$ cat src/design/sdri_pkg.sv
// ----------------------------------------------------------------------------
// sdri_pkg
// Types, constants and helpers of the damped-spring recoil integrator.
// ----------------------------------------------------------------------------
package sdri_pkg;

    // Timing constants of the tick
    localparam int SUBSTEP_US  = 2000;
    localparam int MAX_TICK_US = 65535;
    localparam int US_PER_S    = 1000000;
    localparam int TICK_W      = 16;

    // Inertia floor (1e-4 in Q8.24)
    localparam int INERTIA_MIN = 1678;

    // Derived widths of the tick sequencer
    localparam int     DT_MAX  = (MAX_TICK_US < 65535) ? MAX_TICK_US : 65535;
    localparam int     DT_W    = $clog2(DT_MAX + 1);
    localparam int     N_MAX   = (DT_MAX + SUBSTEP_US - 1) / SUBSTEP_US;
    localparam int     N_W     = $clog2(N_MAX + 2);
    localparam longint DEN_MAX = longint'(N_MAX) * longint'(US_PER_S);
    localparam int     DEN_W   = $clog2(DEN_MAX + 1);

    // Width of the velocity and rest increments that a kick applies
    localparam int KICK_ADD_W = 36;

    // Configuration register index
    localparam int CFG_IDX_W = 3;
    typedef enum logic [CFG_IDX_W-1:0] {
        CFG_STIFFNESS,
        CFG_DAMPING,
        CFG_INERTIA,
        CFG_KICK_RATE,
        CFG_PEAK_ANGLE,
        CFG_RESIDUAL,
        CFG_YAW_FRACTION,
        CFG_YAW_BIAS
    } cfg_index_t;

    // Top level sequencer
    typedef enum logic [3:0] {
        ST_IDLE,
        ST_KICK_A,
        ST_KICK_B,
        ST_KICK_C,
        ST_TICK_N,
        ST_TICK_H,
        ST_SUB,
        ST_WAIT,
        ST_RESULT
    } top_state_t;

    // Axis substep sequencer
    typedef enum logic [3:0] {
        AX_IDLE,
        AX_MUL,
        AX_TORQ,
        AX_LOAD,
        AX_DIV,
        AX_DV,
        AX_VUPD,
        AX_XLD,
        AX_XMUL,
        AX_XUPD
    } axis_state_t;

    // Command from the sequencer to one axis
    typedef struct packed {
        logic                         kick;
        logic                         step;
        logic signed [KICK_ADD_W-1:0] rate_add;
        logic signed [KICK_ADD_W-1:0] rest_add;
    } axis_cmd_t;

    // Status of one axis
    typedef struct packed {
        logic               busy;
        logic signed [31:0] angle;
    } axis_stat_t;

    // Clamp a wide signed value to the signed 32-bit range
    function automatic logic signed [31:0] sat32(input logic signed [63:0] v);
        logic signed [31:0] r;
        if (v > 64'sd2147483647) begin
            r = 32'sh7fffffff;
        end else if (v < -64'sd2147483648) begin
            r = 32'sh80000000;
        end else begin
            r = v[31:0];
        end
        return r;
    endfunction

endpackage

$ cat src/design/sdri_axis.sv
// ----------------------------------------------------------------------------
// sdri_axis
// One axis of the spring: angle, velocity and rest point, a kick adder and a
// bit-serial substep engine (shift-add multipliers, restoring divider).
// ----------------------------------------------------------------------------
module sdri_axis (
    input  logic                  aclk,
    input  logic                  aresetn,
    input  sdri_pkg::axis_cmd_t   cmd,
    input  logic [31:0]           stiffness,
    input  logic [31:0]           damping,
    input  logic [31:0]           inertia,
    input  logic [31:0]           step_len,
    output sdri_pkg::axis_stat_t  stat
);

    sdri_pkg::axis_state_t state_reg, state_next;
    logic [5:0]            cnt_reg;
    logic signed [31:0]    x_reg, v_reg, rest_reg;

    logic [32:0]           dmag_reg;
    logic [31:0]           vmag_reg;
    logic                  dneg_reg, vneg_reg, tneg_reg, cap_reg;
    logic [65:0]           pk_reg;
    logic [64:0]           pc_reg;
    logic signed [51:0]    tsum_reg;
    logic [31:0]           rem_reg;
    logic [54:0]           dq_reg;
    logic [88:0]           pd_reg;
    logic [64:0]           px_reg;

    logic signed [32:0]    diff;
    logic [32:0]           diff_mag;
    logic [31:0]           v_mag;
    logic [33:0]           pk_sum;
    logic [32:0]           pc_sum;
    logic signed [51:0]    tk_pos, tc_pos, tk, tc, tsum;
    logic [51:0]           tmag;
    logic [32:0]           r2, r2_sub;
    logic                  ge;
    logic [55:0]           acc;
    logic [56:0]           pd_sum;
    logic [32:0]           px_sum;
    logic [55:0]           dv;
    logic [30:0]           xd;
    logic signed [31:0]    v_upd, x_upd, v_kick, rest_kick;

    // Operands at substep start
    assign diff     = 33'(x_reg) - 33'(rest_reg);
    assign diff_mag = diff[32] ? -diff : diff;
    assign v_mag    = v_reg[31] ? -v_reg : v_reg;

    // Torque products, one multiplier bit per cycle
    assign pk_sum = pk_reg[65:32] + (pk_reg[0] ? {1'b0, dmag_reg} : 34'd0);
    assign pc_sum = pc_reg[64:32] + (pc_reg[0] ? {1'b0, vmag_reg} : 33'd0);

    // Torque sum; t = -(tk + tc), so t is negative when the sum is positive
    assign tk_pos = 52'(pk_reg[64:16]);
    assign tc_pos = 52'(pc_reg[63:16]);
    assign tk     = dneg_reg ? -tk_pos : tk_pos;
    assign tc     = vneg_reg ? -tc_pos : tc_pos;
    assign tsum   = tk + tc;
    assign tmag   = tsum_reg[51] ? -tsum_reg : tsum_reg;

    // Restoring divide step
    assign r2     = {rem_reg, dq_reg[54]};
    assign ge     = r2 >= {1'b0, inertia};
    assign r2_sub = r2 - {1'b0, inertia};

    // Acceleration, held at 2^55 when the quotient overflows
    assign acc    = cap_reg ? {1'b1, 55'd0} : {1'b0, dq_reg};
    assign pd_sum = pd_reg[88:32] + (pd_reg[0] ? {1'b0, acc} : 57'd0);
    assign px_sum = px_reg[64:32] + (px_reg[0] ? {1'b0, vmag_reg} : 33'd0);

    // State updates
    assign dv    = pd_reg[87:32];
    assign xd    = px_reg[62:32];
    assign v_upd = sdri_pkg::sat32(tneg_reg ? 64'(v_reg) - $signed(64'(dv))
                                            : 64'(v_reg) + $signed(64'(dv)));
    assign x_upd = sdri_pkg::sat32(vneg_reg ? 64'(x_reg) - $signed(64'(xd))
                                            : 64'(x_reg) + $signed(64'(xd)));
    assign v_kick    = sdri_pkg::sat32(64'(v_reg) + 64'($signed(cmd.rate_add)));
    assign rest_kick = sdri_pkg::sat32(64'(rest_reg) + 64'($signed(cmd.rest_add)));

    // Next state
    always_comb begin
        state_next = state_reg;
        case (state_reg)
            sdri_pkg::AX_IDLE: if (cmd.step) state_next = sdri_pkg::AX_MUL;
            sdri_pkg::AX_MUL:  if (cnt_reg == 6'd0) state_next = sdri_pkg::AX_TORQ;
            sdri_pkg::AX_TORQ: state_next = sdri_pkg::AX_LOAD;
            sdri_pkg::AX_LOAD: state_next = sdri_pkg::AX_DIV;
            sdri_pkg::AX_DIV:  if (cnt_reg == 6'd0) state_next = sdri_pkg::AX_DV;
            sdri_pkg::AX_DV:   if (cnt_reg == 6'd0) state_next = sdri_pkg::AX_VUPD;
            sdri_pkg::AX_VUPD: state_next = sdri_pkg::AX_XLD;
            sdri_pkg::AX_XLD:  state_next = sdri_pkg::AX_XMUL;
            sdri_pkg::AX_XMUL: if (cnt_reg == 6'd0) state_next = sdri_pkg::AX_XUPD;
            sdri_pkg::AX_XUPD: state_next = sdri_pkg::AX_IDLE;
            default:           state_next = sdri_pkg::AX_IDLE;
        endcase
    end

    // Outputs
    always_comb begin
        stat.busy  = (state_reg != sdri_pkg::AX_IDLE);
        stat.angle = x_reg;
    end

    // Control and axis state
    always_ff @(posedge aclk) begin
        if (!aresetn) begin
            state_reg <= sdri_pkg::AX_IDLE;
            cnt_reg   <= 6'd0;
            x_reg     <= '0;
            v_reg     <= '0;
            rest_reg  <= '0;
        end else begin
            state_reg <= state_next;
            case (state_reg)
                sdri_pkg::AX_IDLE: begin
                    cnt_reg <= 6'd31;
                    if (cmd.kick) begin
                        v_reg    <= v_kick;
                        rest_reg <= rest_kick;
                    end
                end
                sdri_pkg::AX_MUL, sdri_pkg::AX_DV, sdri_pkg::AX_XMUL: begin
                    cnt_reg <= cnt_reg - 6'd1;
                end
                sdri_pkg::AX_LOAD: cnt_reg <= 6'd54;
                sdri_pkg::AX_DIV: begin
                    cnt_reg <= (cnt_reg == 6'd0) ? 6'd31 : cnt_reg - 6'd1;
                end
                sdri_pkg::AX_VUPD: v_reg <= v_upd;
                sdri_pkg::AX_XLD:  cnt_reg <= 6'd31;
                sdri_pkg::AX_XUPD: x_reg <= x_upd;
                default: ;
            endcase
        end
    end

    // Serial datapath
    always_ff @(posedge aclk) begin
        case (state_reg)
            sdri_pkg::AX_IDLE: begin
                dmag_reg <= diff_mag;
                dneg_reg <= diff[32];
                vmag_reg <= v_mag;
                vneg_reg <= v_reg[31];
                pk_reg   <= {34'd0, stiffness};
                pc_reg   <= {33'd0, damping};
            end
            sdri_pkg::AX_MUL: begin
                pk_reg <= {1'b0, pk_sum, pk_reg[31:1]};
                pc_reg <= {1'b0, pc_sum, pc_reg[31:1]};
            end
            sdri_pkg::AX_TORQ: tsum_reg <= tsum;
            sdri_pkg::AX_LOAD: begin
                tneg_reg <= !tsum_reg[51] && (tsum_reg != 52'sd0);
                cap_reg  <= 32'(tmag[50:31]) >= inertia;
                rem_reg  <= 32'(tmag[50:31]);
                dq_reg   <= {tmag[30:0], 24'd0};
            end
            sdri_pkg::AX_DIV: begin
                rem_reg <= ge ? r2_sub[31:0] : r2[31:0];
                dq_reg  <= {dq_reg[53:0], ge};
                pd_reg  <= {57'd0, step_len};
            end
            sdri_pkg::AX_DV: pd_reg <= {1'b0, pd_sum, pd_reg[31:1]};
            sdri_pkg::AX_XLD: begin
                vmag_reg <= v_mag;
                vneg_reg <= v_reg[31];
                px_reg   <= {33'd0, step_len};
            end
            sdri_pkg::AX_XMUL: px_reg <= {1'b0, px_sum, px_reg[31:1]};
            default: ;
        endcase
    end

endmodule

$ cat config.mk
export PLATFORM = sky130hd
export DESIGN_NAME = sdri_axis
export DESIGN_NICKNAME = d
export VERILOG_FILES = /design/src/design/sdri_pkg.sv /design/src/design/sdri_axis.sv
export SDC_FILE = /design/constraint.sdc
export NUM_CORES = 2
export LEC_CHECK = 0
export ABC_AREA = 1
export BUFFER_PORTS_ARGS = -buffer_cell sky130_fd_sc_hd__buf_2
export CAP_MARGIN = 20
export CORE_MARGIN = 4
export CORE_UTILIZATION = 50
export CTS_BUF_LIST = sky130_fd_sc_hd__clkbuf_4 sky130_fd_sc_hd__clkbuf_8
export DETAILED_ROUTE_END_ITERATION = 8
export GPL_TIMING_DRIVEN = 0
export HOLD_SLACK_MARGIN = 0.05
export PLACE_DENSITY = 0.79
export SLEW_MARGIN = 10
export SYNTH_ARGS = -nofsm -noshare
export SYNTH_HDL_FRONTEND = slang
export SYNTH_SLANG_ARGS = --single-unit
$ cat constraint.sdc
create_clock -name aclk -period 5.7 [get_ports aclk]
set_input_delay 0.57 -clock aclk [delete_from_list [all_inputs] [get_ports aclk]]
set_output_delay 0.57 -clock aclk [all_outputs]
set_load 0.005 [all_outputs]
; Word level (Yosys, flattened, before mapping)
; Index checks and enable logic that the tools add are counted.
[op_classes]
addsub = 19
magnitude_cmp = 10
eq_ne = 15
mux = 37
reduce_logical = 17
[op_table]
columns = op, n
row1 = 32-bit two-way mux, 13
row2 = 65-bit one-hot mux with 2 select lines, 2
row3 = 89-bit one-hot mux with 2 select lines, 1
row4 = 66-bit one-hot mux with 2 select lines, 1
row5 = 64-bit by 32-bit greater-than comparator with 1-bit output (second input constant), 2
row6 = 64-bit by 32-bit less-than comparator with 1-bit output (second input constant), 2
row7 = 64-bit two-way mux, 2
row8 = 32-bit one-hot mux with 2 select lines, 2
row9 = 56-bit two-way mux, 2
row10 = 55-bit one-hot mux with 2 select lines, 1
row11 = 52-bit two-way mux, 2
row12 = 32-bit by 36-bit adder with 37-bit output, 2
row13 = 37-bit by 32-bit greater-than comparator with 1-bit output (second input constant), 2
row14 = 37-bit by 32-bit less-than comparator with 1-bit output (second input constant), 2
row15 = 33-bit by 32-bit adder with 33-bit output, 2
row16 = 32-bit by 32-bit subtractor with 33-bit output, 2
row17 = 32-bit by 57-bit adder with 58-bit output, 1
row18 = 32-bit by 57-bit subtractor with 58-bit output, 1
row19 = 57-bit by 56-bit adder with 57-bit output, 1
row20 = 52-bit adder, 1
row21 = 48-bit negation with 52-bit output, 1
row22 = 49-bit negation with 52-bit output, 1
row23 = 52-bit nonzero test, 1
row24 = 51-bit two-way mux, 1
row25 = other kinds (30), 50
[word_totals]
reg_bits = 599
inputBits = 204
out_inout_bits = 33
wordCells = 118

; Longest topological paths before layout
[depth]
depth_word = 6
mapped_depth = 39
ltp_nobuf = 38

; Worst setup path before layout
; No wires, ideal clock.
[synth_timing]
path_kind = register to register
start = reg state_reg[0]
end = reg pc_reg[0] (enable)
setup_time_ns = 0.492
arrival_ns = 5.202
required_ns = 5.208
setup_slack_ns = 0.005
path_stages_with_launch = 6
path_buffers = 0
period_less_slack_ns = 5.695
path_cell_list = dfxtp_1 > nor2_1 > inv_1 > nor2_1 > inv_1 > nand2_1
[synth_between]
elab_chain_len = 2
elab_cells_between_ends = 3
classes_between = 1 x eq/ne / 2 x reduce/logical
[synth_lines]
columns = item, line
row1 = start: declaration, sdri_axis.sv:17  ; sdri_pkg::axis_state_t state_reg, state_next;
row2 = start signal: assignment, sdri_axis.sv:112  ; state_reg <= sdri_pkg::AX_IDLE;
row3 = start signal: assignment, sdri_axis.sv:118  ; state_reg <= state_next;
row4 = 4-bit by 1-bit == test with 1-bit output or 4-bit zero test (tied branches), sdri_axis.sv:144  ; case (state_reg)
row5 = 2-bit nonzero test (no source line) (*), -
row6 = end signal: assignment, sdri_axis.sv:151  ; pc_reg <= {33'd0, damping};
row7 = end signal: assignment, sdri_axis.sv:155  ; pc_reg <= {1'b0, pc_sum, pc_reg[31:1]};
row8 = end: declaration, sdri_axis.sv:25  ; logic [64:0] pc_reg;
; Mark *: on every way between the ends. The rest lies on a longest branch, timed or not.
; A chain may end at the register's enable or synchronous reset.

; Worst setup path in the final report
[layout_timing]
start = reg pd_reg[33]
end = reg v_reg[16]
[layout_between]
elab_chain_len = 6
elab_cells_between_ends = 8
classes_between = 2 x add/sub / 2 x order compare / 4 x mux
[layout_lines]
columns = item, line
row1 = start: declaration, sdri_axis.sv:29  ; logic [88:0] pd_reg;
row2 = start signal: assignment, sdri_axis.sv:167  ; pd_reg <= {57'd0, step_len};
row3 = start signal: assignment, sdri_axis.sv:169  ; sdri_pkg::AX_DV: pd_reg <= {1'b0, pd_sum, pd_reg[31:1]};
row4 = 32-bit by 57-bit adder with 58-bit output or 32-bit by 57-bit subtractor with 58-bit output (tied branches), "sdri_axis.sv:79, sdri_axis.sv:78"
row5 = 64-bit two-way mux (*), sdri_axis.sv:78  ; assign v_upd = sdri_pkg::sat32(tneg_reg ? 64'(v_reg) - $signed(64'(dv))
row6 = 64-bit by 32-bit less-than comparator with 1-bit output, sdri_pkg.sv:86  ; end else if (v < -64'sd2147483648) begin
row7 = 32-bit two-way mux, sdri_pkg.sv:86
row8 = 32-bit two-way mux (*), sdri_pkg.sv:84  ; if (v > 64'sd2147483647) begin
row9 = 32-bit one-hot mux with 2 select lines (*), sdri_axis.sv:119  ; case (state_reg)
row10 = end signal: assignment, sdri_axis.sv:123  ; v_reg <= v_kick;
row11 = end signal: assignment, sdri_axis.sv:134  ; sdri_pkg::AX_VUPD: v_reg <= v_upd;
row12 = end: declaration, sdri_axis.sv:19  ; logic signed [31:0] x_reg, v_reg, rest_reg;
; Marked as above.

==> results.sh <==
export IMPL_status="complete, no violations"
export IMPL_synth_async_reset_ratio_pct=0
export IMPL_start_kind="flop"
export IMPL_cts_sinks=595
export IMPL_rrSetupSlack_ns=0.28
export IMPL_dr_total_vias=58400
export IMPL_synth_ff_type="edfxtp_1"
export IMPL_cpLargestDelayFamily="simple AND/OR/NAND/NOR gates"
export IMPL_hold_path_depth=3
export IMPL_dp_slack_ns=-0.112
export IMPL_slowest_delay_ns=0.42
export IMPL_final_util_pct=56.0
export IMPL_path_max_fanout=5
export IMPL_power_leakage_nw=31.5
export IMPL_cp_num_buf_inv=5
export IMPL_maxSlewHeadroom_pct=26.9
export IMPL_crit_start="pd_reg[33]"
export IMPL_gp_congestion=0.990
export IMPL_synthCells=8500
export IMPL_setup_violations_final=0
export IMPL_synthTopCellsByCount="2,253 x nand2_1, 1,250 x inv_1, 912 x nor2_1, 771 x a21oi_1, 529 x o21ai_0"
export IMPL_cp_slowest_cell="edfxtp_1"
export IMPL_die_area_sq_mm=0.121
export IMPL_initialDrtViolationCount=5547
export IMPL_root_buffer="clkbuf_8"
export IMPL_arrival_ns=5.99
export IMPL_cts_tree="yes"
export IMPL_hold_path_class="in2reg"
export IMPL_synth_area_leaders="edfxtp_1 25%, nand2_1 15%, ha_1 9.9%"
export IMPL_period_needed_ns=5.42
export IMPL_grt_pass1_vias=54900
export IMPL_rsz0062_at_grt="yes"
export IMPL_crit_top_cell="nand2_1"
export IMPL_die_y_microns=348
export IMPL_grt_remaining_overflow=0
export IMPL_ctsHtreeMaxLevel=3
export IMPL_syn_area_per_cell_sq_um=6.79
export IMPL_rr_worst_depth=35
export IMPL_fin_cells=10500
export IMPL_finalHoldViolCount=0
export IMPL_via_per_inst=5.55
export IMPL_crit_path_end_kind="flop"
export IMPL_synthDistinctLibCells=69
export IMPL_cts_buffer_depth=3
export IMPL_place_hpwl_mm=155
export IMPL_drive_gt1_share_pct=7.60
export IMPL_syn_to_final_growth_pct=11.1
export IMPL_drv_cap=0
export IMPL_worstHoldEndpoint="pc_reg[31]"
export IMPL_largest_reg_flops=88
export IMPL_die_x_microns=348
export IMPL_grt_use_total_pct=30.2
export IMPL_antenna_found_initial=9
export IMPL_antenna_left=0
export IMPL_synth_area_sq_mm=0.0577
export IMPL_dp_cells=10300
export IMPL_drt_total_wl_mm=189
export IMPL_synth_top_area_share_pct=25.5
export IMPL_final_nets=9594
export IMPL_seq_area_frac_synth_pct=29.1
export IMPL_drv_slew=0
export IMPL_syn_nets=9173
export IMPL_wl_per_cell_microns=18.0
export IMPL_start_util_pct=50.4
export IMPL_drc=0
export IMPL_cts_made_buffers=103
export IMPL_required_ns=6.27
export IMPL_grt_max_degree=67
export IMPL_path_clk_slew_ns=0.06
export IMPL_core_sq_mm=0.115
export IMPL_ios=237
export IMPL_yosysTopAreaCell="edfxtp_1"
export IMPL_r2r_end="v_reg[16]"
export IMPL_timing_rr_start="pd_reg[33]"
export IMPL_post_route_period_util_pct=95.1
export IMPL_synth_edff_count=489
export IMPL_rows=124
export IMPL_p_per_area_mw_per_mm2=548
export IMPL_skew_ns=0.0596
export IMPL_setup_ws_ns=0.281
export IMPL_portBuffers=236
export IMPL_worst_pin_slew_ns=1.10
export IMPL_timing_setup_tns_ns=0
export IMPL_dr_pass1_iters=6
export IMPL_ys_ff_latch=595
export IMPL_peakVddDrop_uv=388
export IMPL_clkLatencyLatePin_ns=0.78
export IMPL_yosys_cell_count_top_type="nand2_1"
export IMPL_yosys_warnings=0
export IMPL_hp_start="damping[31]"
export IMPL_critical_path_class="reg2reg"
export IMPL_grt_pass1_wl_mm=293
export IMPL_max_freq_ghz=0.185
[worst max path at each step]
stage                 endpoint  slack [ns]  depth (start not counted)
floorplan            pc_reg[0]       0.005                          5
global placement    pk_reg[12]       -1.84                          5
detailed placement   v_reg[16]       -0.11                         34
CTS                  v_reg[16]        0.06                         36
global route          v_reg[5]       -0.05                         34
finish               v_reg[16]        0.28                         35
[placed cells by master (no fill, tap or decap), drive strengths merged, types with 110 or more instances in the layout]
cell	n
a21oi	808
nand2	2264
edfxtp	489
ha	458
buf	303
nor3	110
nor2	944
o21ai	571
xor2	327
clkbuf	257
nand4	112
xnor2	168
inv	1269
nand3	263
[report_power, final]
part           internal (W)  total (W)  switching (W)  leakage, nW
Combinational       0.00742     0.0224         0.0149         24.8
Clock               0.00234    0.00425        0.00191         1.15
Sequential          0.00699    0.00851        0.00153         5.56
[final cells by class]
| type | instances | area [sq um] |
|---|---|---|
| Clock buffer | 137 | 1720 |
| Tap cell | 1512 | 1890 |
| Fill cell | 11100 | 50400 |
| Sequential cell | 595 | 16800 |
| Antenna cell | 6 | 15.0 |
| Clock inverter | 51 | 477 |
| Timing Repair Buffer | 317 | 2070 |
| Inverter | 1271 | 4770 |
| Buffer | 157 | 684 |
| Multi-Input combinational cell | 6476 | 35700 |
[cells by family after synthesis]
kind of cell | after synthesis | synth area share, %
XOR/XNOR | 495 | 7.59
flip-flops | 595 | 29.1
AND/OR/NAND/NOR | 3801 | 27.0
adder cells (fa/ha/maj) | 469 | 10.3
buffers and inverters | 1429 | 9.44
AO/OA/AOI/OAI | 1711 | 16.5
[tightest hold or removal path, cell delays in order]
cell and delay [ns]:
buf_2 0.08, nand2_1 0.05, nand2_1 0.06
[what timing repair did]
action | CTS | global route
resized for setup | 6 | 67
hold buffers | 50 | 0
pin swaps | 0 | 15
hold endpoints to repair | 51 | 0
setup endpoints to repair | 31 | 65
gates cloned | 0 | 3
buffers inserted | 0 | 13
[stage by stage]
stage               hold slack [ns]  instance area [sq um]  power, W
global route                 0.0898                  64100    0.0380
finish                        0.114                  64100    0.0351
detailed placement            0.477                  61100    0.0302
global placement              0.464                  60800    0.0297
floorplan                     0.453                  57700    0.0240
CTS                          0.0517                  63800    0.0346
[routing by layer]
| layer | part of all wire [%] | global-route usage [%] | routed length, microns |
|---|---|---|---|
| met1 | 42 | 40.1 | 80400 |
| met4 | 4.5 | 12.5 | 8610 |
| met5 | 0.014 | 0 | 26 |
| met2 | 45 | 49.9 | 85400 |
| met3 | 7.9 | 3.89 | 15000 |
No activity file was read; power rests on OpenSTA's default activity.
